--- config.mk ---
export PLATFORM = sky130hd
export DESIGN_NAME = multi_channel_tick_timers
export DESIGN_NICKNAME = d
export VERILOG_FILES = /design/src/rtl/mctt_pkg.sv /design/src/rtl/multi_channel_tick_timers.sv
export SDC_FILE = /design/constraint.sdc
export NUM_CORES = 1
export LEC_CHECK = 0
export ABC_CLOCK_PERIOD_IN_PS = 6700
export BUFFER_PORTS_ARGS = -buffer_cell sky130_fd_sc_hd__buf_2
export CORE_AREA = 5 5 280 282
export DETAILED_ROUTE_END_ITERATION = 12
export DIE_AREA = 0 0 285 287
export GPL_ROUTABILITY_DRIVEN = 1
export PLACE_DENSITY = 0.75
export SLEW_MARGIN = 10
export SYNTH_ARGS = -nofsm -noshare
export SYNTH_HDL_FRONTEND = slang
export SYNTH_SLANG_ARGS = --single-unit
--- constraint.sdc ---
create_clock -name clk -period 6.7 [get_ports clk]
set_input_delay 0.335 -clock clk [delete_from_list [all_inputs] [get_ports clk]]
set_output_delay 0.335 -clock clk [all_outputs]
set_load 0.005 [all_outputs]
--- src/rtl/mctt_pkg.sv ---
package mctt_pkg;

    // Default number of timer entries held in the state memories.
    localparam int NUM_TIMERS_DEFAULT = 16;

    // Timers reachable through the 4-bit timer_id field.
    localparam int ADDRESSABLE = 16;

    localparam logic [31:0] ALL_ONES = 32'hFFFF_FFFF;

    typedef enum logic [1:0] {
        OP_TICK   = 2'd0,
        OP_SET    = 2'd1,
        OP_CANCEL = 2'd2
    } op_t;

    localparam logic KIND_STATUS = 1'b0;
    localparam logic KIND_FIRE   = 1'b1;

    localparam logic STATUS_OK  = 1'b0;
    localparam logic STATUS_BAD = 1'b1;

endpackage

--- src/rtl/multi_channel_tick_timers.sv ---
// Bank of one-shot and periodic tick timers.
//
// Input channel (in_valid/in_ready): op selects tick, set or cancel. A valid
// set arms timer_id with timeout and period (period zero is one-shot); an
// in-range cancel disarms it. Each set or cancel yields one status transfer
// on the output channel (kind 0) with last high.
// A tick counts every armed timer down and yields one expiry transfer
// (kind 1) per timer that reaches zero, in ascending timer index; the final
// expiry of a tick carries last. A tick with no expiry yields nothing.
//
// Output channel (out_valid/out_ready) is a single output register. A set or
// cancel does not leave idle. A tick walks the timer memories once, one
// entry per cycle unless the scan stalls, through a read / modify /
// write-back pipeline: in_ready stays low from the tick transfer until
// the scan ends, also while the receiver stalls. The scan keeps one
// expiry in hand so it can flag last; while the receiver stalls and a
// second expiry is found, the scan holds in place.
//
// Reset clears all armed flags and the output register; count and period
// memories are only used for armed timers, so they need no clearing.
module multi_channel_tick_timers #(
    parameter int NUM_TIMERS = mctt_pkg::NUM_TIMERS_DEFAULT
) (
    input  logic        clk,
    input  logic        rst_n,
    input  logic        in_valid,
    output logic        in_ready,
    input  logic [1:0]  op,
    input  logic [3:0]  timer_id,
    input  logic [31:0] timeout,
    input  logic [31:0] period,
    output logic        out_valid,
    input  logic        out_ready,
    output logic        kind,
    output logic [3:0]  fired_id,
    output logic        status,
    output logic        last
);

    // Only the first 16 entries can ever be addressed and armed.
    localparam int SLOTS = (NUM_TIMERS < mctt_pkg::ADDRESSABLE) ?
                           NUM_TIMERS : mctt_pkg::ADDRESSABLE;
    localparam int IDX_W = (NUM_TIMERS > 1) ? $clog2(NUM_TIMERS) : 1;
    localparam int CNT_W = $clog2(SLOTS + 1);

    typedef enum logic {
        ST_IDLE,
        ST_SCAN
    } state_t;

    // Timer state memories: one read and one write port each.
    logic [31:0]            rem_mem [NUM_TIMERS];
    logic [31:0]            per_mem [NUM_TIMERS];

    state_t                 state_reg, state_next;
    logic [NUM_TIMERS-1:0]  armed_reg, armed_next;
    logic [CNT_W-1:0]       rd_idx_reg, rd_idx_next;
    logic                   b_vld_reg, b_vld_next;
    logic [IDX_W-1:0]       b_idx_reg, b_idx_next;
    logic                   pend_vld_reg, pend_vld_next;
    logic [3:0]             pend_id_reg, pend_id_next;
    logic [31:0]            rem_rd_reg;
    logic [31:0]            per_rd_reg;

    logic                   out_valid_reg, out_valid_next;
    logic                   kind_reg, kind_next;
    logic [3:0]             fired_id_reg, fired_id_next;
    logic                   status_reg, status_next;
    logic                   last_reg, last_next;

    // Memory port controls
    logic                   rd_en;
    logic [IDX_W-1:0]       rd_addr;
    logic                   rem_we;
    logic                   per_we;
    logic [IDX_W-1:0]       wr_addr;
    logic [31:0]            rem_wdata;
    logic [31:0]            per_wdata;

    logic                   out_free;
    logic                   in_fire;
    logic                   in_range;
    logic                   set_bad;
    logic [IDX_W-1:0]       in_idx;
    logic                   b_armed;
    logic [31:0]            rem_dec;
    logic                   b_hit;
    logic                   b_reload;
    logic                   rd_more;
    logic                   stall;
    logic                   scan_end;

    assign out_free = !out_valid_reg || out_ready;
    assign in_ready = (state_reg == ST_IDLE) && out_free;
    assign in_fire  = in_valid && in_ready;
    assign in_range = ({1'b0, timer_id} < 5'(SLOTS));
    assign set_bad  = !in_range || (timeout == '0) ||
                      (period == mctt_pkg::ALL_ONES);
    assign in_idx   = IDX_W'(timer_id);

    // Evaluate stage: entry b_idx_reg with its memory words just read.
    assign b_armed  = b_vld_reg && armed_reg[b_idx_reg];
    assign rem_dec  = rem_rd_reg - 32'd1;
    assign b_hit    = b_armed && (rem_dec == '0);
    assign b_reload = (per_rd_reg != '0);
    assign rd_more  = (rd_idx_reg < CNT_W'(SLOTS));
    // A second expiry cannot be taken while the held one cannot leave.
    assign stall    = b_hit && pend_vld_reg && !out_free;
    assign scan_end = !b_vld_reg && !rd_more;

    always_comb
    begin
        state_next     = state_reg;
        armed_next     = armed_reg;
        rd_idx_next    = rd_idx_reg;
        b_vld_next     = b_vld_reg;
        b_idx_next     = b_idx_reg;
        pend_vld_next  = pend_vld_reg;
        pend_id_next   = pend_id_reg;
        out_valid_next = out_valid_reg && !out_ready;
        kind_next      = kind_reg;
        fired_id_next  = fired_id_reg;
        status_next    = status_reg;
        last_next      = last_reg;
        rd_en          = 1'b0;
        rd_addr        = IDX_W'(rd_idx_reg);
        rem_we         = 1'b0;
        per_we         = 1'b0;
        wr_addr        = in_idx;
        rem_wdata      = timeout;
        per_wdata      = period;

        unique case (state_reg)
            ST_IDLE:
            begin
                if (in_fire)
                begin
                    unique case (mctt_pkg::op_t'(op))
                        mctt_pkg::OP_TICK:
                        begin
                            state_next    = ST_SCAN;
                            rd_idx_next   = '0;
                            b_vld_next    = 1'b0;
                            pend_vld_next = 1'b0;
                        end
                        mctt_pkg::OP_SET:
                        begin
                            out_valid_next = 1'b1;
                            kind_next      = mctt_pkg::KIND_STATUS;
                            fired_id_next  = timer_id;
                            last_next      = 1'b1;
                            status_next    = set_bad ? mctt_pkg::STATUS_BAD
                                                     : mctt_pkg::STATUS_OK;
                            if (!set_bad)
                            begin
                                armed_next[in_idx] = 1'b1;
                                rem_we             = 1'b1;
                                per_we             = 1'b1;
                            end
                        end
                        mctt_pkg::OP_CANCEL:
                        begin
                            out_valid_next = 1'b1;
                            kind_next      = mctt_pkg::KIND_STATUS;
                            fired_id_next  = timer_id;
                            last_next      = 1'b1;
                            status_next    = in_range ? mctt_pkg::STATUS_OK
                                                      : mctt_pkg::STATUS_BAD;
                            if (in_range)
                            begin
                                armed_next[in_idx] = 1'b0;
                                rem_we             = 1'b1;
                                rem_wdata          = '0;
                            end
                        end
                        default:
                        begin
                        end
                    endcase
                end
            end
            ST_SCAN:
            begin
                if (scan_end)
                begin
                    // Flush the held expiry with last set, then go idle.
                    if (!pend_vld_reg)
                    begin
                        state_next = ST_IDLE;
                    end
                    else if (out_free)
                    begin
                        out_valid_next = 1'b1;
                        kind_next      = mctt_pkg::KIND_FIRE;
                        fired_id_next  = pend_id_reg;
                        status_next    = mctt_pkg::STATUS_OK;
                        last_next      = 1'b1;
                        pend_vld_next  = 1'b0;
                        state_next     = ST_IDLE;
                    end
                end
                else if (!stall)
                begin
                    rd_en      = rd_more;
                    b_vld_next = rd_more;
                    b_idx_next = IDX_W'(rd_idx_reg);
                    if (rd_more)
                    begin
                        rd_idx_next = rd_idx_reg + CNT_W'(1);
                    end
                    if (b_armed)
                    begin
                        rem_we    = 1'b1;
                        wr_addr   = b_idx_reg;
                        rem_wdata = (b_hit && b_reload) ? per_rd_reg : rem_dec;
                        if (b_hit && !b_reload)
                        begin
                            armed_next[b_idx_reg] = 1'b0;
                        end
                    end
                    if (b_hit)
                    begin
                        if (pend_vld_reg)
                        begin
                            out_valid_next = 1'b1;
                            kind_next      = mctt_pkg::KIND_FIRE;
                            fired_id_next  = pend_id_reg;
                            status_next    = mctt_pkg::STATUS_OK;
                            last_next      = 1'b0;
                        end
                        pend_vld_next = 1'b1;
                        pend_id_next  = 4'(b_idx_reg);
                    end
                end
            end
            default:
            begin
                state_next = ST_IDLE;
            end
        endcase
    end

    // State memories; read data holds while the scan is stalled.
    always_ff @(posedge clk)
    begin
        if (rem_we)
        begin
            rem_mem[wr_addr] <= rem_wdata;
        end
        if (per_we)
        begin
            per_mem[wr_addr] <= per_wdata;
        end
        if (rd_en)
        begin
            rem_rd_reg <= rem_mem[rd_addr];
            per_rd_reg <= per_mem[rd_addr];
        end
    end

    always_ff @(posedge clk or negedge rst_n)
    begin
        if (!rst_n)
        begin
            state_reg     <= ST_IDLE;
            armed_reg     <= '0;
            rd_idx_reg    <= '0;
            b_vld_reg     <= 1'b0;
            pend_vld_reg  <= 1'b0;
            out_valid_reg <= 1'b0;
        end
        else
        begin
            state_reg     <= state_next;
            armed_reg     <= armed_next;
            rd_idx_reg    <= rd_idx_next;
            b_vld_reg     <= b_vld_next;
            pend_vld_reg  <= pend_vld_next;
            out_valid_reg <= out_valid_next;
        end
    end

    always_ff @(posedge clk)
    begin
        b_idx_reg    <= b_idx_next;
        pend_id_reg  <= pend_id_next;
        kind_reg     <= kind_next;
        fired_id_reg <= fired_id_next;
        status_reg   <= status_next;
        last_reg     <= last_next;
    end

    assign out_valid = out_valid_reg;
    assign kind      = kind_reg;
    assign fired_id  = fired_id_reg;
    assign status    = status_reg;
    assign last      = last_reg;

    // A stalled scan keeps its evaluated entry.
    a_stall_holds: assert property (@(posedge clk) disable iff (!rst_n)
        (state_reg == ST_SCAN && stall) |=> (b_vld_reg && $stable(b_idx_reg)))
        else $error("scan stall lost the evaluated entry");

    // No held expiry survives into idle.
    a_no_pend_idle: assert property (@(posedge clk) disable iff (!rst_n)
        in_fire |-> !pend_vld_reg)
        else $error("input taken with an expiry still held");

    // Expiries always report accepted status.
    a_fire_status: assert property (@(posedge clk) disable iff (!rst_n)
        (out_valid_reg && kind_reg == mctt_pkg::KIND_FIRE)
            |-> (status_reg == mctt_pkg::STATUS_OK))
        else $error("expiry with bad status");

    // Set and cancel results are always the last of their item.
    a_status_last: assert property (@(posedge clk) disable iff (!rst_n)
        (out_valid_reg && kind_reg == mctt_pkg::KIND_STATUS) |-> last_reg)
        else $error("status result without last");

    // Read counter stays within the scanned range.
    a_rd_range: assert property (@(posedge clk) disable iff (!rst_n)
        rd_idx_reg <= CNT_W'(SLOTS))
        else $error("scan read index out of range");

endmodule
# Word-level counts from Yosys, hierarchy flattened
# Memory sizes are Yosys's and may differ from the RTL's. A register that Yosys moved wholly into a read port is not among the register bits.
# Cells that the tools add are included.
# word_totals
mem_count,2
romBits,0
ram_bits,1024
latchBits,0
input_bits,74
reg_bits,40
# mem_list
name,words,word_bits,rd,rd_clocked_by_memory_dff,wr,line,source
per_mem,16,32,1,1,1,multi_channel_tick_timers.sv:53,logic [31:0] per_mem [NUM_TIMERS];
rem_mem,16,32,1,1,1,multi_channel_tick_timers.sv:52,logic [31:0] rem_mem [NUM_TIMERS];
# op_classes
n_reduce_logical,33
addsub,2
div,0
n_mul,0
n_bitwise,8
order_cmp,5
shift,0
eq_ne,18
mux,104
# ops
cell,n
two-way mux 32 bit,6
two-way mux 16 bit,6
logical NOT 32 bit,2
one-hot mux 16 bit (2 select lines),2
one-hot mux 32 bit (2 select lines),1
two-way mux 1 bit,57
two-way mux 4 bit,12
AND 16 bit,2
equality test 32 bit (second input constant),1
inverter 16 bit,2
nonzero test 32 bit,1
subtractor 32 x 1 -> 32 bit (second input constant),1
two-way mux 5 bit,5
AND reduction 7 bit,3
one-hot mux 1 bit (2 select lines),10
OR 16 bit,1
logical AND 1 bit,12
AND reduction 4 bit,3
< comparator 4 x 5 -> 1 bit (second input constant),2
one-hot mux 5 bit (2 select lines),1
!= test 3 bit (second input constant),3
demux 1 bit (select 4 bit),2
>= comparator 4 x 1 -> 1 bit (second input constant),2
!= test 2 x 1 -> 1 bit (second input constant),4
other kinds (17),29

# Depth between registers and ports, before layout
# Gate-level depths: netlist of run 1.
# logic_depth
word_depth,11
depth_mapped,12

# Least setup slack after synthesis of run 1
# OpenSTA, ideal clock, no wires.
# synth_timing
path_kind,reg2reg
start,"register rem_rd_reg[5], read port of rem_mem"
end,memory rem_mem[10][0] (enable)
arrival_time_ns,5.076
path_stages_with_launch,12
path_buffers,3
slack_ns,1.152
required_ns,6.228
period_less_slack_ns,5.548
path_cell_list,edfxtp_1 clkbuf_1 or3_1 or4_1 or4_1 nand3_1 a211o_1 o31ai_4 or2_1 buf_4 buf_6 o32ai_1
# synth_between
elab_chain_cells,10
word_cells_on_any_way,13
classes_between,add/sub: 1; mux: 8; reduce/logical: 4
# synth_lines
item,line,source
start: declaration,multi_channel_tick_timers.sv:62,logic [31:0] rem_rd_reg;
subtractor 32 x 1 -> 32 bit (*),multi_channel_tick_timers.sv:103,assign rem_dec = rem_rd_reg - 32'd1;
logical NOT 32 bit (*),multi_channel_tick_timers.sv:104,assign b_hit = b_armed && (rem_dec == '0);
logical AND 1 bit (*),multi_channel_tick_timers.sv:104,
logical AND 1 bit (*) (2 in a row),multi_channel_tick_timers.sv:108,assign stall = b_hit && pend_vld_reg && !out_free;
two-way mux 1 bit,multi_channel_tick_timers.sv:202,else if (!stall)
two-way mux 1 bit,multi_channel_tick_timers.sv:184,if (scan_end)
one-hot mux 1 bit (2 select lines),multi_channel_tick_timers.sv:133,unique case (state_reg)
two-way mux 1 bit,multi_channel_tick_timers.sv:246,if (rem_we)
two-way mux 1 bit (implied by the code),multi_channel_tick_timers.sv:248,rem_mem[wr_addr] <= rem_wdata;
end: declaration,multi_channel_tick_timers.sv:52,
# Mark *: on every way between the ends. The rest lies on a longest branch, timed or not.

# Worst setup path after layout of run 1
# layout_timing
start,"register rem_rd_reg[0], read port of rem_mem"
end,memory rem_mem[1][18] (data pin)
# layout_between
elab_chain_cells,9
word_cells_on_any_way,11
classes_between,add/sub: 1; mux: 5; reduce/logical: 5
# layout_lines
item,line,source
subtractor 32 x 1 -> 32 bit (*),multi_channel_tick_timers.sv:103,
logical NOT 32 bit,multi_channel_tick_timers.sv:104,
logical AND 1 bit,multi_channel_tick_timers.sv:104,
logical AND 1 bit,multi_channel_tick_timers.sv:215,rem_wdata = (b_hit && b_reload) ? per_rd_reg : rem_dec;
two-way mux 32 bit,multi_channel_tick_timers.sv:215,
two-way mux 32 bit,multi_channel_tick_timers.sv:211,if (b_armed)
two-way mux 32 bit (*),multi_channel_tick_timers.sv:202,
two-way mux 32 bit (*),multi_channel_tick_timers.sv:184,
one-hot mux 32 bit (2 select lines) (*),multi_channel_tick_timers.sv:133,
named net rem_wdata[18],multi_channel_tick_timers.sv:77,logic [31:0] rem_wdata;
# Mark *: on every way through the listed nets, which the timed path passes. The rest lies on a longest branch.

==> flow_metrics.tcl, run 1 <==
set metrics [dict create \
    run_status "finished clean" \
    rsz0062_at_grt "no" \
    synth-simple-area-share_pct 3.50 \
    pre_cts_ws_ns 1.56 \
    finalSetupViolations 0 \
    worst_path_max_delay_cell "mux2i_1" \
    clock-skew-final_ns 0.0244 \
    async_flop_share_pct 2.22 \
    yosysTopAreaCell "edfxtp_1" \
    die_area_sq_um 81800 \
    drive_above_1_share_pct 30.1 \
    syn_to_final_growth_pct 13.0 \
    crit_type "flop to flop" \
    core_area_sq_um 75400 \
    place_congestion 0.922 \
    grt_antenna_before_repair 3 \
    p_leak_nw 16.2 \
    seqCellArea_sq_um 33800 \
    ys_seq_area_share_pct 75.3 \
    synth_top_area_share_pct 73.9 \
    grt_pass1_wl_um 156000 \
    critPathArrivalTime_ns 5.70 \
    ir_worst_vdd_mv 0.544 \
    synth_seq_cells 1128 \
    num_vias 22300 \
    muxShareOfSynthArea_pct 17.2 \
    yosysWarnings 0 \
    cts.clk_slew.worst_paths_ns 0.06 \
    rows 101 \
    min_period_ns 5.41 \
    vias_per_cell 6.73 \
    initial_utilization_pct 59.4 \
    die_x_um 285 \
    slowest_delay_ns 0.90 \
    place_hpwl_um 58700 \
    clock.fmax_ghz 0.185 \
    endpoint_kind "flop" \
    synth_top_family_by_area "multiplexers" \
    layout_setup_ws_ns 1.29 \
    synth-adder-area-share_pct 0.168 \
    crit_family "simple AND/OR/NAND/NOR gates" \
    period_share_pct 80.8 \
    tns_ns 0 \
    drv_cap 0 \
    worst_slew_pin_slew_ns 1.22 \
    cts_setup_buffers 0 \
    synth_compound_area_share_pct 2.17 \
    grt_max_degree 133 \
    drv_slew 0 \
    critical_path_buf_inv_count 1 \
    routed_wl_um 105000 \
    ys_top_cells_by_count "edfxtp_1, mux4_2, nand2_1" \
    drt-initial-drc-count 2716 \
    synth_ff_type "edfxtp_1" \
    reg_top3 "per_mem x512, rem_mem x512" \
    whs_ns 0.0309 \
    grt_usage_pct 26.0 \
    ant_nets 0 \
    cts_tree "built" \
    place.port_buffers 82 \
    numCtsBuffers 109 \
    clock-root-buffer "clkbuf_16" \
    power_density_nw_per_um2 410 \
    max_slew_margin_pct 16.0 \
    nets 2323 \
    synthXorXnorAreaFrac_pct 0.508 \
    h-tree-depth 3 \
    syn_nets 2163 \
    critical_path_required_ns 6.98 \
    yosysMostFrequentCell "edfxtp_1" \
    dp.cells 3109 \
    gr-total-overflow 0 \
    path_cells "inv_1, ha_1, nor4b_2, nand4_1, o21a_1, or4_1, nor4_2, and3_2, a21oi_1, mux2i_1" \
    synth_cells 2083 \
    fp.dieH_um 287 \
    io_pins 83 \
    clk_latency_ns 0.67 \
    syn_area_sq_um 44800 \
    nFillCells 4608 \
    post_drt_wl_per_cell_um 31.8 \
    hold_violations 0 \
    drt_pass1_iterations 5 \
    multi_input_area_sq_um 10900 \
    synth_edf_count 1103 \
    ctsLongestPathBuffers 3 \
    cp-start-kind "flop" \
    stdcell_count 3312 \
    drcViolationCount 0 \
    ys_types 72 \
    synthTopCellsByArea "edfxtp_1, mux4_2, dfrtp_1, mux2i_1, nand2_1" \
    grt_pass1_vias 23000 \
    clock_sinks 1128 \
    hp-class "input port to flop" \
    syn_area_per_cell_sq_um 21.5 \
    cp_max_fo 32 \
]
[path summary, 6_finish.rpt]
path / startpoint / endpoint / slack (ns) / depth (start not counted)
max in group asynchronous: rst_n / rd_idx_reg[2]$_DFFE_PN0P_ / 5.99 / 2
min in group asynchronous: rst_n / async pin / 0.23 / 2
setup / recovery: rem_rd_reg[0]$_DFFE_PP_ / rem_mem[1][18]$_DFFE_PP_ / 1.29 / 10
hold reg to reg: flop / flop / 0.50 / 1
hold / removal: out_ready / out_valid$_DFF_PN0_ / 0.03 / 3
setup reg to reg: rem_rd_reg[0]$_DFFE_PP_ / rem_mem[1][18]$_DFFE_PP_ / 1.29 / 10
[logic make-up (layout without fill, tap and decap cells)]
group	Yosys count	count (layout)
and+or+nand+nor	285	285
xor gates and xnor gates	26	26
muxes	371	371
DFF	1128	1128
other	0	1
buffers and inverters	119	369
AOI/OAI and AO/OA	148	148
adders and majority gates	6	6
[layer usage]
metal  part of all wire [%]  vias up  track usage [%]
met5                  0.026        -                0
met4                    2.6        4             6.65
met3                    8.4      205             5.20
met2                     50     1112             43.4
met1                     39    11800             36.3
li1                       -     9162                -
[final cells by class]
cell class | count | area share, %
timing repair buffer | 158 | 2.07
tap | 978 | 2.42
clock buffer | 132 | 5.64
inverter | 10 | 0.0741
clock inverter | 69 | 1.54
sequential | 1128 | 66.7
antenna | 1 | 0.00494
multi-input combinational | 836 | 21.6
[worst register-to-register path: cells and delay by family (launching register included)]
kind	cells	cell delay, ns
multiplexers	1	0.90
flip-flops	1	0.47
AND/OR/NAND/NOR	5	2.73
AO/OA/AOI/OAI	2	0.49
adder cells (fa/ha/maj)	1	0.30
buffers and inverters	1	0.13
[stage by stage]
step / total power [mW] / util [%] / cell area [sq um]
after floorplan: 12.9 / - / 44800
after global placement: 14.6 / 62.3 / 47000
after detailed placement: 14.6 / 62.3 / 47000
after CTS: 20.9 / 67.1 / 50600
after global routing: 21.5 / 67.1 / 50600
final: 20.7 / 67.1 / 50600
[what timing repair did]
action / CTS / global route
hold buffers: 1 / 0
gates resized for setup: 0 / 0
endpoints found under the setup margin: 0 / 0
endpoints found under the hold margin: 25 / 0
[layout by cell type, fill, tap and decap left out, drive strengths merged, types with 11 or more instances in the layout]
cell type and n:
edfxtp 1103, mux4 320, buf 157, clkbuf 132, nand2 74, mux2i 47, o21ai 47, clkinv 46
nor2 43, a21oi 32, nor4 31, nor3 28, dfrtp 25, nand4 18, or2 16, xor2 15
bufinv 15, inv 14, o2bb2ai 13, or4 13, nand3 12, xnor2 11, nand2b 11
[power breakdown]
group          switching [mW]  total [mW]  internal, mW
sequential              0.718        9.36          8.65
combinational            2.71        5.19          2.48
clock                    2.57        6.19          3.62
total                    6.00        20.7          14.7
(Power assumes the default switching activity.)
==> run 2: changes to the inputs <==
- ABC_CLOCK_PERIOD_IN_PS: 6700 -> 4700
- CORE_AREA: 5 5 280 282 -> 5 5 289 291
- DIE_AREA: 0 0 285 287 -> 0 0 294 296
- PLACE_DENSITY: 0.75 -> 0.74
- clock period: 6.7 -> 4.7 ns (I/O delays scaled with it)
==> flow_metrics.tcl, run 2 (synthesized netlist as in run 1, its figures left out) <==
set metrics [dict create \
    run_status "finished clean" \
    initial_utilization_pct 55.8 \
    grt_antenna_before_repair 5 \
    cts_tree "built" \
    h-tree-depth 3 \
    drv_cap 0 \
    cts.clk_slew.worst_paths_ns 0.06 \
    p_leak_nw 16.4 \
    worst_slew_pin_slew_ns 1.10 \
    min-delay-start "timer_id[3]" \
    reg2reg_slack_ns 0.09 \
    io_pins 83 \
    post_drt_wl_per_cell_um 31.0 \
    critical_path_required_ns 5.02 \
    clock-skew-final_ns 0.0338 \
    drt_pass1_iterations 6 \
    whs_endpoint "fired_id[3]$_DFFE_PP_" \
    layout_setup_ws_ns 0.0939 \
    timing.rr.start "rem_rd_reg[0]$_DFFE_PP_" \
    crit_type "flop to flop" \
    max_slew_margin_pct 26.6 \
    routed_wl_um 107000 \
    pre_cts_ws_ns -0.0593 \
    numCtsBuffers 110 \
    die_x_um 294 \
    critPathArrivalTime_ns 4.93 \
    layout_commonest_cell "edfxtp_1" \
    drcViolationCount 0 \
    drive_above_1_share_pct 30.8 \
    hp-class "input port to flop" \
    ir_worst_vdd_mv 0.354 \
    core_area_sq_um 80300 \
    drt-initial-drc-count 2696 \
    dp.cells 3220 \
    design_area_sq_um 51500 \
    grt_pass1_vias 23200 \
    reg_top3 "per_mem x512, rem_mem x512" \
    rsz0062_at_grt "no" \
    placed_area_sq_um 47500 \
    tns_ns 0 \
    nets 2388 \
    num_vias 22600 \
    fp.dieH_um 296 \
    grt_pass1_wl_um 158000 \
    stdcell_count 3461 \
    clk_latency_ns 0.68 \
    power_density_nw_per_um2 580 \
    rr_worst_depth 12 \
    clock.fmax_ghz 0.217 \
    gr-total-overflow 0 \
    place_congestion 0.907 \
    cp-start-kind "flop" \
    mostFrequentLayoutCells "edfxtp_1, mux4_2, clkbuf_16" \
    die_area_sq_um 87000 \
    grt_usage_pct 24.8 \
    grt_max_degree 83 \
    finalSetupViolations 0 \
    min_path_cells 2 \
    clock-root-buffer "clkbuf_16" \
    endpoint_kind "flop" \
    vias_per_cell 6.52 \
    period_share_pct 98.0 \
    ant_nets 0 \
    place.port_buffers 82 \
    drv_slew 0 \
    clock_sinks 1128 \
    reg2reg_to "rem_mem[3][9]$_DFFE_PP_" \
    ctsLongestPathBuffers 3 \
    rows 104 \
    hold_violations 0 \
    cp_max_fo 32 \
    syn_to_final_growth_pct 15.0 \
    place_hpwl_um 61200 \
    min_period_ns 4.61 \
]
run 2: changes by cell type in the layout (fill, tap and decap cells not counted), sizes merged:
cell | before | now
buf | 157 | 186
bufinv | 15 | 13
clkbuf | 132 | 138
clkinv | 46 | 43
clkinvlp | 4 | 3
diode | 1 | 2
dlygate4sd3 | 1 | 36
inv | 14 | 16
run 2: cell type report:
| class | instances | area, sq um |
|---|---|---|
| Antenna cell | 2 | 5.00 |
| Clock buffer | 138 | 2920 |
| Clock inverter | 65 | 719 |
| Fill cell | 5131 | 28800 |
| Inverter | 10 | 37.5 |
| Multi-Input combinational cell | 836 | 11000 |
| Sequential cell | 1128 | 33800 |
| Tap cell | 1060 | 1330 |
| Timing Repair Buffer | 222 | 1780 |
run 2: report_power, final:
part           internal [mW]  leakage [nW]  switching [mW]  total, mW
sequential              12.3          10.3            1.07       13.4
clock                   5.13          1.77            3.72       8.85
combinational           3.69          4.39            3.95       7.64
run 2: metal layers:
layer / track usage, % / vias up / wire (um)
met2: 40.5 / 1141 / 53700
met5: 0 / - / 25
li1: - / 9301 / -
met1: 35.0 / 12000 / 41300
met3: 5.30 / 166 / 9620
met4: 6.76 / 4 / 2770
run 2: metrics by stage:
| step | hold WS [ns] | util [%] | total power [mW] |
|---|---|---|---|
| 2_1_floorplan | -0.0606 | - | 18.3 |
| 3_3_place_gp | 0.285 | 59.1 | 21.0 |
| 3_5_place_dp | 0.290 | 59.1 | 21.1 |
| 4_1_cts | 0.0245 | 64.1 | 30.0 |
| 5_1_grt | 0.0572 | 64.2 | 31.0 |
| 6_report | 0.0599 | 64.2 | 29.9 |
run 2: worst max path at each step:
| stage | endpoint | start | depth (start not counted) |
|---|---|---|---|
| 2_1_floorplan | rem_mem[10][0]$_DFFE_PP_ | rem_rd_reg[5]$_DFFE_PP_ | 11 |
| 3_3_place_gp | rem_mem[0][9]$_DFFE_PP_ | rem_rd_reg[0]$_DFFE_PP_ | 11 |
| 3_5_place_dp | rem_mem[0][22]$_DFFE_PP_ | rem_rd_reg[0]$_DFFE_PP_ | 11 |
| 4_1_cts | rem_mem[3][1]$_DFFE_PP_ | rem_rd_reg[0]$_DFFE_PP_ | 11 |
| 5_1_grt | rem_mem[3][7]$_DFFE_PP_ | rem_rd_reg[0]$_DFFE_PP_ | 13 |
| 6_report | rem_mem[3][9]$_DFFE_PP_ | rem_rd_reg[0]$_DFFE_PP_ | 12 |
run 2: worst max-delay path, cell delays in order, from the launching register on:
cell      delay [ns]
edfxtp_1        0.48
inv_1           0.11
ha_1            0.32
or4b_1          0.64
o31a_1          0.36
or4_1           0.63
a211o_1         0.31
o31ai_4         0.24
or2_2           0.21
buf_12          0.20
buf_4           0.24
o32ai_4         0.11
buf_4           0.38
run 2: timing repair:
action                                 4_1_cts  5_1_grt
setup buffers                                0        0
endpoints found under the hold margin      540        0
hold buffers                                36        0
gates resized for setup                      3        8
setup endpoints to repair                   48      178
